==> config.mk <==
export PLATFORM = sky130hd
export DESIGN_NAME = radio_channel_scan_sequencer
export DESIGN_NICKNAME = d
export VERILOG_FILES = /design/src/rtl/core/rcss_pkg.sv /design/src/rtl/core/rcss_div.sv /design/src/rtl/core/rcss_dp.sv /design/src/rtl/core/rcss_ctrl.sv /design/src/rtl/core/radio_channel_scan_sequencer.sv
export SDC_FILE = /design/constraint.sdc
export NUM_CORES = 1
export LEC_CHECK = 0
export ABC_AREA = 1
export BUFFER_PORTS_ARGS = -buffer_cell sky130_fd_sc_hd__buf_2
export CORE_AREA = 2 2 206 208
export DETAILED_ROUTE_END_ITERATION = 8
export DIE_AREA = 0 0 208 210
export PLACE_DENSITY_LB_ADDON = 0.12
export SETUP_SLACK_MARGIN = 0.1
export SLEW_MARGIN = 20
export SYNTH_ARGS = -nofsm -noshare
export SYNTH_HDL_FRONTEND = slang
export SYNTH_SLANG_ARGS = --single-unit
==> constraint.sdc <==
create_clock -name clk -period 17.4 [get_ports clk]
set_input_delay 2.61 -clock clk [delete_from_list [all_inputs] [get_ports clk]]
set_output_delay 2.61 -clock clk [all_outputs]
set_load 0.01 [all_outputs]
==> src/rtl/core/rcss_pkg.sv <==
`default_nettype none
package rcss_pkg;

  // Band of channels 11..26 held as a 16-bit set
  localparam int BAND_LO       = 11;
  localparam int BAND_W        = 16;
  localparam int BAND_IDX_W    = 4;
  localparam int CHAN_W        = 5;
  localparam int TOTAL_W       = 16;
  localparam int DWELL_W       = 16;
  localparam int TPS_W         = 10;
  localparam int TICKS_W       = 16;
  localparam int COUNT_W       = 5;
  localparam int PROD_W        = DWELL_W + TPS_W;
  localparam int DIV_NUM_W     = TOTAL_W;
  localparam int DIV_DEN_W     = COUNT_W;
  localparam int DIV_CNT_W     = 4;
  localparam int MS_PER_SECOND = 1000;
  localparam int TPS_RESET     = 125;

  // Divide by 1000 as a shift by 3 and a multiply by the reciprocal of 125;
  // exact for every product below 2^26
  localparam int TICK_SHIFT    = 3;
  localparam int SCALED_W      = PROD_W - TICK_SHIFT;
  localparam int RECIP_W       = 24;
  localparam int RECIP_SHIFT   = 30;
  localparam logic [RECIP_W-1:0] TICK_RECIP = 24'd8589935;
  localparam int TICK_Q_W      = SCALED_W + RECIP_W - RECIP_SHIFT;

  typedef enum logic [1:0] {
    MODE_START    = 2'd0,
    MODE_EVENT    = 2'd1,
    MODE_DISCOVER = 2'd2,
    MODE_NONE     = 2'd3
  } mode_t;

  typedef enum logic [1:0] {
    STATUS_OK          = 2'd0,
    STATUS_NO_CHANNELS = 2'd1,
    STATUS_BUSY        = 2'd2,
    STATUS_SHORT       = 2'd3
  } status_t;

  typedef enum logic [2:0] {
    ST_IDLE,
    ST_DECODE,
    ST_MUL,
    ST_DIV_WAIT,
    ST_FINISH
  } state_t;

  typedef struct packed {
    logic capture;
    logic div_start;
    logic mul_load;
    logic tick_load;
    logic commit;
  } cmd_t;

  typedef struct packed {
    logic need_scan_div;
    logic need_tick;
    logic div_done;
    logic out_free;
  } dp_status_t;

endpackage
`default_nettype wire

==> src/rtl/core/rcss_div.sv <==
`default_nettype none
module rcss_div (
  input  wire logic                           clk,
  input  wire logic                           rst,
  input  wire logic                           start,
  input  wire logic [rcss_pkg::DIV_NUM_W-1:0] num,
  input  wire logic [rcss_pkg::DIV_DEN_W-1:0] den,
  output logic      [rcss_pkg::DIV_NUM_W-1:0] quo,
  output logic                                done
);
  import rcss_pkg::*;

  logic [DIV_DEN_W-1:0] rem;
  logic [DIV_DEN_W-1:0] divisor;
  logic [DIV_CNT_W-1:0] count;
  logic                 busy;
  logic [DIV_DEN_W:0]   trial;
  logic                 fits;

  // Shift in one dividend bit and try the subtract
  assign trial = {rem, quo[DIV_NUM_W-1]};
  assign fits  = trial >= {1'b0, divisor};

  // Control of the iteration
  always_ff @(posedge clk) begin
    if (rst) begin
      busy <= 1'b0;
      done <= 1'b0;
      count <= '0;
    end else if (start) begin
      busy <= 1'b1;
      done <= 1'b0;
      count <= '0;
    end else if (busy) begin
      count <= count + 1'b1;
      if (count == DIV_CNT_W'(DIV_NUM_W - 1)) begin
        busy <= 1'b0;
        done <= 1'b1;
      end
    end else begin
      done <= 1'b0;
    end
  end

  // Restoring division, one quotient bit a cycle
  always_ff @(posedge clk) begin
    if (start) begin
      rem <= '0;
      quo <= num;
      divisor <= den;
    end else if (busy) begin
      if (fits) begin
        rem <= DIV_DEN_W'(trial - {1'b0, divisor});
      end else begin
        rem <= trial[DIV_DEN_W-1:0];
      end
      quo <= {quo[DIV_NUM_W-2:0], fits};
    end
  end

endmodule
`default_nettype wire

==> src/rtl/core/rcss_dp.sv <==
`default_nettype none
module rcss_dp (
  input  wire logic                         clk,
  input  wire logic                         rst,
  input  wire rcss_pkg::cmd_t               cmd,
  output rcss_pkg::dp_status_t              st,
  input  wire logic [1:0]                   mode,
  input  wire logic [31:0]                  requested_channels,
  input  wire logic [rcss_pkg::TOTAL_W-1:0] total_time_ms,
  input  wire logic                         radio_fault,
  input  wire logic                         cfg_valid,
  input  wire logic [rcss_pkg::TPS_W-1:0]   cfg_data,
  output logic                              rsp_valid,
  input  wire logic                         rsp_stall,
  output logic [1:0]                        status,
  output logic [rcss_pkg::CHAN_W-1:0]       tune_channel,
  output logic                              tune_valid,
  output logic [rcss_pkg::TICKS_W-1:0]      dwell_ticks,
  output logic                              send_beacon_request,
  output logic                              scan_done
);
  import rcss_pkg::*;

  logic [TPS_W-1:0]     tps;
  logic [BAND_W-1:0]    remaining;
  logic [BAND_W-1:0]    remaining_next;
  logic [DWELL_W-1:0]   dwell_ms;
  logic [DWELL_W-1:0]   dwell_ms_next;
  mode_t                cap_mode;
  logic [BAND_W-1:0]    cap_mask;
  logic [TOTAL_W-1:0]   cap_total;
  logic                 cap_fault;
  logic [PROD_W-1:0]    product;
  logic [SCALED_W+RECIP_W-1:0] recip_prod;
  logic [TICK_Q_W-1:0]  tick_quo;
  logic [COUNT_W-1:0]   chan_count;
  logic [BAND_W-1:0]    low_bit;
  logic [BAND_IDX_W-1:0] low_idx;
  logic                 busy;
  logic                 div_start;
  logic [DIV_NUM_W-1:0] div_quo;
  logic                 div_done;
  status_t              status_c;
  logic [CHAN_W-1:0]    chan_c;
  logic                 tvalid_c;
  logic [TICKS_W-1:0]   ticks_c;
  logic                 beacon_c;
  logic                 done_c;

  // Configuration register
  always_ff @(posedge clk) begin
    if (rst) begin
      tps <= TPS_W'(TPS_RESET);
    end else if (cfg_valid) begin
      tps <= cfg_data;
    end
  end

  // Scale dwell by the tick rate, then divide by 1000 through the reciprocal
  assign recip_prod = product[PROD_W-1:TICK_SHIFT] * TICK_RECIP;

  // Capture the request word, masked to the band; load the product and tick quotient
  always_ff @(posedge clk) begin
    if (cmd.capture) begin
      cap_mode  <= mode_t'(mode);
      cap_mask  <= requested_channels[BAND_LO +: BAND_W];
      cap_total <= total_time_ms;
      cap_fault <= radio_fault;
    end
    if (cmd.mul_load) begin
      product <= dwell_ms * tps;
    end
    if (cmd.tick_load) begin
      tick_quo <= recip_prod[RECIP_SHIFT +: TICK_Q_W];
    end
  end

  assign busy       = remaining != '0;
  assign chan_count = COUNT_W'($countones(cap_mask));
  assign low_bit    = remaining & (~remaining + 1'b1);

  // Encode the lowest remaining channel
  always_comb begin
    low_idx = '0;
    for (int i = 0; i < BAND_W; i++) begin
      if (low_bit[i]) begin
        low_idx = BAND_IDX_W'(i);
      end
    end
  end

  // Divider for the dwell split
  assign div_start = cmd.div_start;

  rcss_div u_div (
    .clk   (clk),
    .rst   (rst),
    .start (div_start),
    .num   (cap_total),
    .den   (chan_count),
    .quo   (div_quo),
    .done  (div_done)
  );

  // Result word and next scan state
  always_comb begin
    status_c       = STATUS_OK;
    chan_c         = '0;
    tvalid_c       = 1'b0;
    ticks_c        = '0;
    beacon_c       = 1'b0;
    done_c         = 1'b0;
    remaining_next = remaining;
    dwell_ms_next  = dwell_ms;
    case (cap_mode)
      MODE_START: begin
        if (cap_mask == '0) begin
          status_c = STATUS_NO_CHANNELS;
        end else if (busy) begin
          status_c = STATUS_BUSY;
        end else if (div_quo[DWELL_W-1:0] == '0) begin
          status_c = STATUS_SHORT;
        end else begin
          remaining_next = cap_mask;
          dwell_ms_next  = div_quo[DWELL_W-1:0];
        end
      end
      MODE_EVENT: begin
        if (busy && !cap_fault) begin
          remaining_next = remaining & ~low_bit;
          chan_c   = CHAN_W'({1'b0, low_idx} + CHAN_W'(BAND_LO));
          tvalid_c = 1'b1;
          beacon_c = 1'b1;
          if (tick_quo[TICK_Q_W-1:TICKS_W] != '0) begin
            ticks_c = '1;
          end else begin
            ticks_c = tick_quo[TICKS_W-1:0];
          end
        end else begin
          remaining_next = '0;
          dwell_ms_next  = '0;
          done_c         = 1'b1;
        end
      end
      MODE_DISCOVER: begin
        if (busy) begin
          status_c = STATUS_BUSY;
        end else begin
          beacon_c = 1'b1;
        end
      end
      default: begin
      end
    endcase
  end

  // Scan state
  always_ff @(posedge clk) begin
    if (rst) begin
      remaining <= '0;
      dwell_ms <= '0;
    end else if (cmd.commit) begin
      remaining <= remaining_next;
      dwell_ms <= dwell_ms_next;
    end
  end

  // Output register: load on commit, drop when taken
  always_ff @(posedge clk) begin
    if (rst) begin
      rsp_valid <= 1'b0;
    end else if (cmd.commit) begin
      rsp_valid <= 1'b1;
    end else if (!rsp_stall) begin
      rsp_valid <= 1'b0;
    end
  end

  always_ff @(posedge clk) begin
    if (cmd.commit) begin
      status              <= status_c;
      tune_channel        <= chan_c;
      tune_valid          <= tvalid_c;
      dwell_ticks         <= ticks_c;
      send_beacon_request <= beacon_c;
      scan_done           <= done_c;
    end
  end

  assign st.need_scan_div = (cap_mode == MODE_START) && (cap_mask != '0) && !busy;
  assign st.need_tick     = (cap_mode == MODE_EVENT) && busy && !cap_fault;
  assign st.div_done      = div_done;
  assign st.out_free      = !rsp_valid || !rsp_stall;

`ifndef NO_ASSERTIONS
  a_tune_word: assert property (@(posedge clk) disable iff (rst)
    rsp_valid && tune_valid |-> send_beacon_request && !scan_done && status == STATUS_OK)
    else $error("tune word without beacon request or with done");
  a_start_loads: assert property (@(posedge clk) disable iff (rst)
    cmd.commit && cap_mode == MODE_START && status_c == STATUS_OK |=> remaining != '0)
    else $error("accepted start left no channels");
`endif

endmodule
`default_nettype wire

==> src/rtl/core/rcss_ctrl.sv <==
`default_nettype none
module rcss_ctrl (
  input  wire logic                 clk,
  input  wire logic                 rst,
  input  wire logic                 req_valid,
  output logic                      req_stall,
  input  wire rcss_pkg::dp_status_t st,
  output rcss_pkg::cmd_t            cmd
);
  import rcss_pkg::*;

  state_t state;
  state_t state_next;

  always_ff @(posedge clk) begin
    if (rst) begin
      state <= ST_IDLE;
    end else begin
      state <= state_next;
    end
  end

  // Next state
  always_comb begin
    state_next = state;
    case (state)
      ST_IDLE: begin
        if (req_valid) state_next = ST_DECODE;
      end
      ST_DECODE: begin
        if (st.need_scan_div) begin
          state_next = ST_DIV_WAIT;
        end else if (st.need_tick) begin
          state_next = ST_MUL;
        end else begin
          state_next = ST_FINISH;
        end
      end
      ST_MUL: begin
        state_next = ST_FINISH;
      end
      ST_DIV_WAIT: begin
        if (st.div_done) state_next = ST_FINISH;
      end
      ST_FINISH: begin
        if (st.out_free) state_next = ST_IDLE;
      end
      default: begin
        state_next = ST_IDLE;
      end
    endcase
  end

  // Commands to the datapath
  always_comb begin
    req_stall     = 1'b1;
    cmd.capture   = 1'b0;
    cmd.div_start = 1'b0;
    cmd.mul_load  = 1'b0;
    cmd.tick_load = 1'b0;
    cmd.commit    = 1'b0;
    case (state)
      ST_IDLE: begin
        req_stall   = 1'b0;
        cmd.capture = req_valid;
      end
      ST_DECODE: begin
        cmd.div_start = st.need_scan_div;
        cmd.mul_load  = !st.need_scan_div && st.need_tick;
      end
      ST_MUL: begin
        cmd.tick_load = 1'b1;
      end
      ST_DIV_WAIT: begin
      end
      ST_FINISH: begin
        cmd.commit = st.out_free;
      end
      default: begin
      end
    endcase
  end

`ifndef NO_ASSERTIONS
  a_done_in_wait: assert property (@(posedge clk) disable iff (rst)
    st.div_done |-> state == ST_DIV_WAIT)
    else $error("divider finished outside wait state");
  a_mul_to_finish: assert property (@(posedge clk) disable iff (rst)
    state == ST_MUL |=> state == ST_FINISH)
    else $error("multiply step not followed by finish");
`endif

endmodule
`default_nettype wire

==> src/rtl/core/radio_channel_scan_sequencer.sv <==
// Channel  Handshake              Word
// req      req_valid / req_stall  mode, requested_channels, total_time_ms, radio_fault
// rsp      rsp_valid / rsp_stall  status, tune_channel, tune_valid, dwell_ticks,
//                                 send_beacon_request, scan_done
// cfg      cfg_valid / cfg_ready  cfg_data = ticks_per_second
//
// One word at a time, accept to result: decode, then a multiply state for a scan step
// (dwell times rate, then a reciprocal multiply for /1000) or the 16-iteration divider
// for a start that reaches the dwell split, then finish; the next word waits for idle.
// A new request word is taken while the previous result still waits in the output
// register; the result is loaded once that register frees.
// Reset (rst, synchronous) clears the scan state and sets ticks_per_second to 125.
`default_nettype none
module radio_channel_scan_sequencer (
  input  wire logic                         clk,
  input  wire logic                         rst,
  input  wire logic                         req_valid,
  output logic                              req_stall,
  input  wire logic [1:0]                   mode,
  input  wire logic [31:0]                  requested_channels,
  input  wire logic [rcss_pkg::TOTAL_W-1:0] total_time_ms,
  input  wire logic                         radio_fault,
  output logic                              rsp_valid,
  input  wire logic                         rsp_stall,
  output logic [1:0]                        status,
  output logic [rcss_pkg::CHAN_W-1:0]       tune_channel,
  output logic                              tune_valid,
  output logic [rcss_pkg::TICKS_W-1:0]      dwell_ticks,
  output logic                              send_beacon_request,
  output logic                              scan_done,
  input  wire logic                         cfg_valid,
  output logic                              cfg_ready,
  input  wire logic [rcss_pkg::TPS_W-1:0]   cfg_data
);
  import rcss_pkg::*;

  cmd_t       cmd;
  dp_status_t st;

  // Configuration is always taken
  assign cfg_ready = 1'b1;

  rcss_ctrl u_ctrl (
    .clk       (clk),
    .rst       (rst),
    .req_valid (req_valid),
    .req_stall (req_stall),
    .st        (st),
    .cmd       (cmd)
  );

  rcss_dp u_dp (
    .clk                 (clk),
    .rst                 (rst),
    .cmd                 (cmd),
    .st                  (st),
    .mode                (mode),
    .requested_channels  (requested_channels),
    .total_time_ms       (total_time_ms),
    .radio_fault         (radio_fault),
    .cfg_valid           (cfg_valid),
    .cfg_data            (cfg_data),
    .rsp_valid           (rsp_valid),
    .rsp_stall           (rsp_stall),
    .status              (status),
    .tune_channel        (tune_channel),
    .tune_valid          (tune_valid),
    .dwell_ticks         (dwell_ticks),
    .send_beacon_request (send_beacon_request),
    .scan_done           (scan_done)
  );

endmodule
`default_nettype wire

==> results.ini <==
[worst_setup_path]
critPathKind=reg -> reg
critPathArrivalTime_ns=6.37
cp_common_cell=fa_1
timing.rr.start=u_dp.product[23]
critPathMaxFanout=8
r2r_cells=20
rrSetupSlack_ns=11.24
critPathCaptureType=flop
crit_required_ns=17.61
slowest_delay_ns=0.68
r2r-end=u_dp.tick_quo[9]
critPathTopFamily=adder cells
cp_slowest_cell=fa_1
cp.buffers_inverters=5
crit_chain=fa_1, inv_1, fa_1, inv_1, fa_1, fa_1, fa_1, inv_1, fa_1, inv_1, fa_1, ha_1, a21oi_1, o21ai_0, inv_1, nand2_1, o21ai_0, nand3_1, nand2_1, nand2_1
start_kind=flop

[layout]
mostFrequentLayoutCells=inv_1 (634), nand2_1 (537), ha_1 (328)
nets=3397
design_area_mm2=0.0241
final_common_cell=inv_1
area_growth_pct=6.42
drive_gt1_frac=0.0518
diodes=0
fin_util=0.580

[grt]
busiest_layer=met2
grt_use_met3=0.0323
grt_usage=0.259
grt_pass1_wl_mm=89.9
grt_pass1_vias=17900
use_met1=0.325
use_met2=0.472
gr-total-overflow=0
grt_max_degree=36
antenna_found_initial=0

[detailed_routing]
vias=17200
drt_iter0_drc=1073
wl_mm=54.1
wl_per_cell_um=16.5
firstDrtPassIters=5
viasPerCell=5.23
drc_errors=0
ant_nets=0

[clock_network]
cts_buffers=17
clockBufferDepth=2
cts_tree=yes
cts-resized-gates=0
clk_latency_ns=0.47
clk_pin_slew_ns=0.08
cts_max_level=4
root_buffer=clkbuf_16
post-cts-setup-buffer-count=0
cts_hold_buffers=0
clock-sinks=179

[sta]
fmax_mhz=162
fin_crit_ns=6.16
rsz0062_at_grt=no
period_share=0.354
setup_violations=0
worst_pin_slew_ns=0.941
relSlewSlack=0.371
hold_viol=0
finalMaxSlewViolations=0
clock_skew_ns=0.0194
setup-tns-final_ns=0

[worst_hold_path]
min-delay-start=u_dp.u_div.rem[3]
hold_end=u_dp.u_div.rem[3]
whs_path_depth=2
hp-class=reg -> reg

[placed_design]
portBuffers=77
placedInstanceArea_mm2=0.0234
hpwl_mm=45.8
place_congestion=0.925

[synthesis]
syn_area_per_cell_um2=8.42
syn-cell-area_mm2=0.0226
synthCells=2688
synthArstFlopShare=0
synth_nets=3359
ys.flop_type=edfxtp_1
synth_edf_count=122
ys_warn_count=0
ys_types=47
ys_seq_area_frac=0.212
ys_ff_latch=179

[floorplanning]
io-pin-count=95
start_util=0.545
rows=75
core-area_mm2=0.0415
die_height_um=210
die_w_um=208
die-area_mm2=0.0437

[pwr]
fin_total_pwr_mw=3.45
power.density_mw_per_mm2=143
power_frac_comb=0.692
p_sw_mw=1.81
internal_power_mw=1.65
seqPwrFrac=0.187
leakage_nw=13.1
ir_drop_uv=117
pwr-share-clk=0.121
p_sw_frac=0.523

[flow_run]
cap_viol_max_count=0

[outcome]
status=completed

worst register-to-register path, delay by kind of cell (launching register included):
kind | cells | cell delay (ns)
fa+ha+maj | 8 | 3.87
simple gates | 4 | 0.36
buf+inv | 5 | 0.30
compound gates | 3 | 0.74
flops | 1 | 0.65
sequential cells by signal (all words and copies together), names as in the netlist, 2 cells and up:
| register | flops |
|---|---|
| u_dp.status | 2 |
| u_dp.tick_quo | 17 |
| u_dp.dwell_ticks | 16 |
| u_ctrl.state | 3 |
| u_dp.u_div.count | 4 |
| u_dp.cap_mode | 2 |
| u_dp.u_div.quo | 16 |
| u_dp.product | 23 |
| u_dp.dwell_ms | 16 |
| u_dp.tps | 10 |
| u_dp.cap_mask | 16 |
| u_dp.remaining | 16 |
| u_dp.cap_total | 16 |
| u_dp.u_div.divisor | 5 |
| u_dp.u_div.rem | 5 |
| u_dp.tune_channel | 5 |
stage by stage:
stage | worst slack [ns] | std cells | hold slack [ns]
after floorplan | 11.90 | 2688 | 0.427
after global placement | 11.30 | 3246 | 0.446
after detailed placement | 11.27 | 3246 | 0.462
after CTS | 11.25 | 3278 | 0.477
after global routing | 10.96 | 3278 | 0.511
final | 11.24 | 3278 | 0.475
worst max path at each step:
| stage | start | to | slack (ns) | cells past startpoint |
|---|---|---|---|---|
| detailed placement | u_dp.product[23] | u_dp.tick_quo[9] | 11.27 | 20 |
| finish | u_dp.product[23] | u_dp.tick_quo[9] | 11.24 | 20 |
| global placement | u_dp.product[23] | u_dp.tick_quo[9] | 11.30 | 20 |
| floorplan | u_dp.product[23] | u_dp.tick_quo[10] | 11.90 | 20 |
| global route | u_dp.product[23] | u_dp.tick_quo[13] | 10.96 | 19 |
| CTS | u_dp.product[23] | u_dp.tick_quo[9] | 11.25 | 20 |
area by class of cell:
| class | instances | area, µm² |
|---|---|---|
| Fill cell | 3805 | 17400 |
| Multi-Input combinational cell | 1805 | 15100 |
| Sequential cell | 179 | 4800 |
| Inverter | 644 | 2420 |
| Tap cell | 539 | 674 |
| Clock buffer | 18 | 429 |
| Timing Repair Buffer | 79 | 400 |
| Clock inverter | 14 | 210 |
power by group through the flow:
stage / registers [mW] / logic [mW] / clock network, mW
global route: 0.651 / 2.74 / 0.443
global placement: 0.651 / 2.35 / 0
detailed placement: 0.653 / 2.38 / 0
floorplan: 0.625 / 1.74 / 0
finish: 0.644 / 2.39 / 0.418
CTS: 0.644 / 2.41 / 0.426
cells in the mapped netlist (4+ instances only):
cell type | n | area [µm²]
inv_1 | 634 | 2380
nand2_1 | 537 | 2020
nand3_1 | 80 | 400
nand4_1 | 42 | 263
nor4_1 | 4 | 25.0
nor2_1 | 200 | 751
a21oi_1 | 123 | 616
edfxtp_1 | 122 | 3660
xor2_1 | 24 | 210
o21ai_0 | 79 | 395
nor3_1 | 26 | 130
clkbuf_1 | 46 | 173
a21boi_0 | 4 | 30.0
nand2_4 | 5 | 56.3
inv_2 | 6 | 22.5
buf_2 | 7 | 35.0
fa_1 | 277 | 5550
xnor2_1 | 6 | 52.6
o21ai_1 | 21 | 105
a21o_1 | 4 | 30.0
buf_6 | 5 | 56.3
ha_1 | 328 | 4100
dfxtp_1 | 57 | 1140
o21bai_1 | 7 | 52.6
or2_2 | 4 | 25.0
cell families after synthesis:
group,Yosys count,share of synthesized area
compound gates,253,0.0598
xor+xnor,30,0.0116
fa+ha+maj,605,0.427
buf+inv,704,0.119
flops,179,0.212
other cells,1,0.000166
simple gates,916,0.170
per-layer routing:
metal,up-vias,share of wire
met5,-,0
met3,73,0.038
met4,0,0.021
li1,8400,-
met2,389,0.52
met1,8298,0.42
Power figures use the tool's default switching activity.
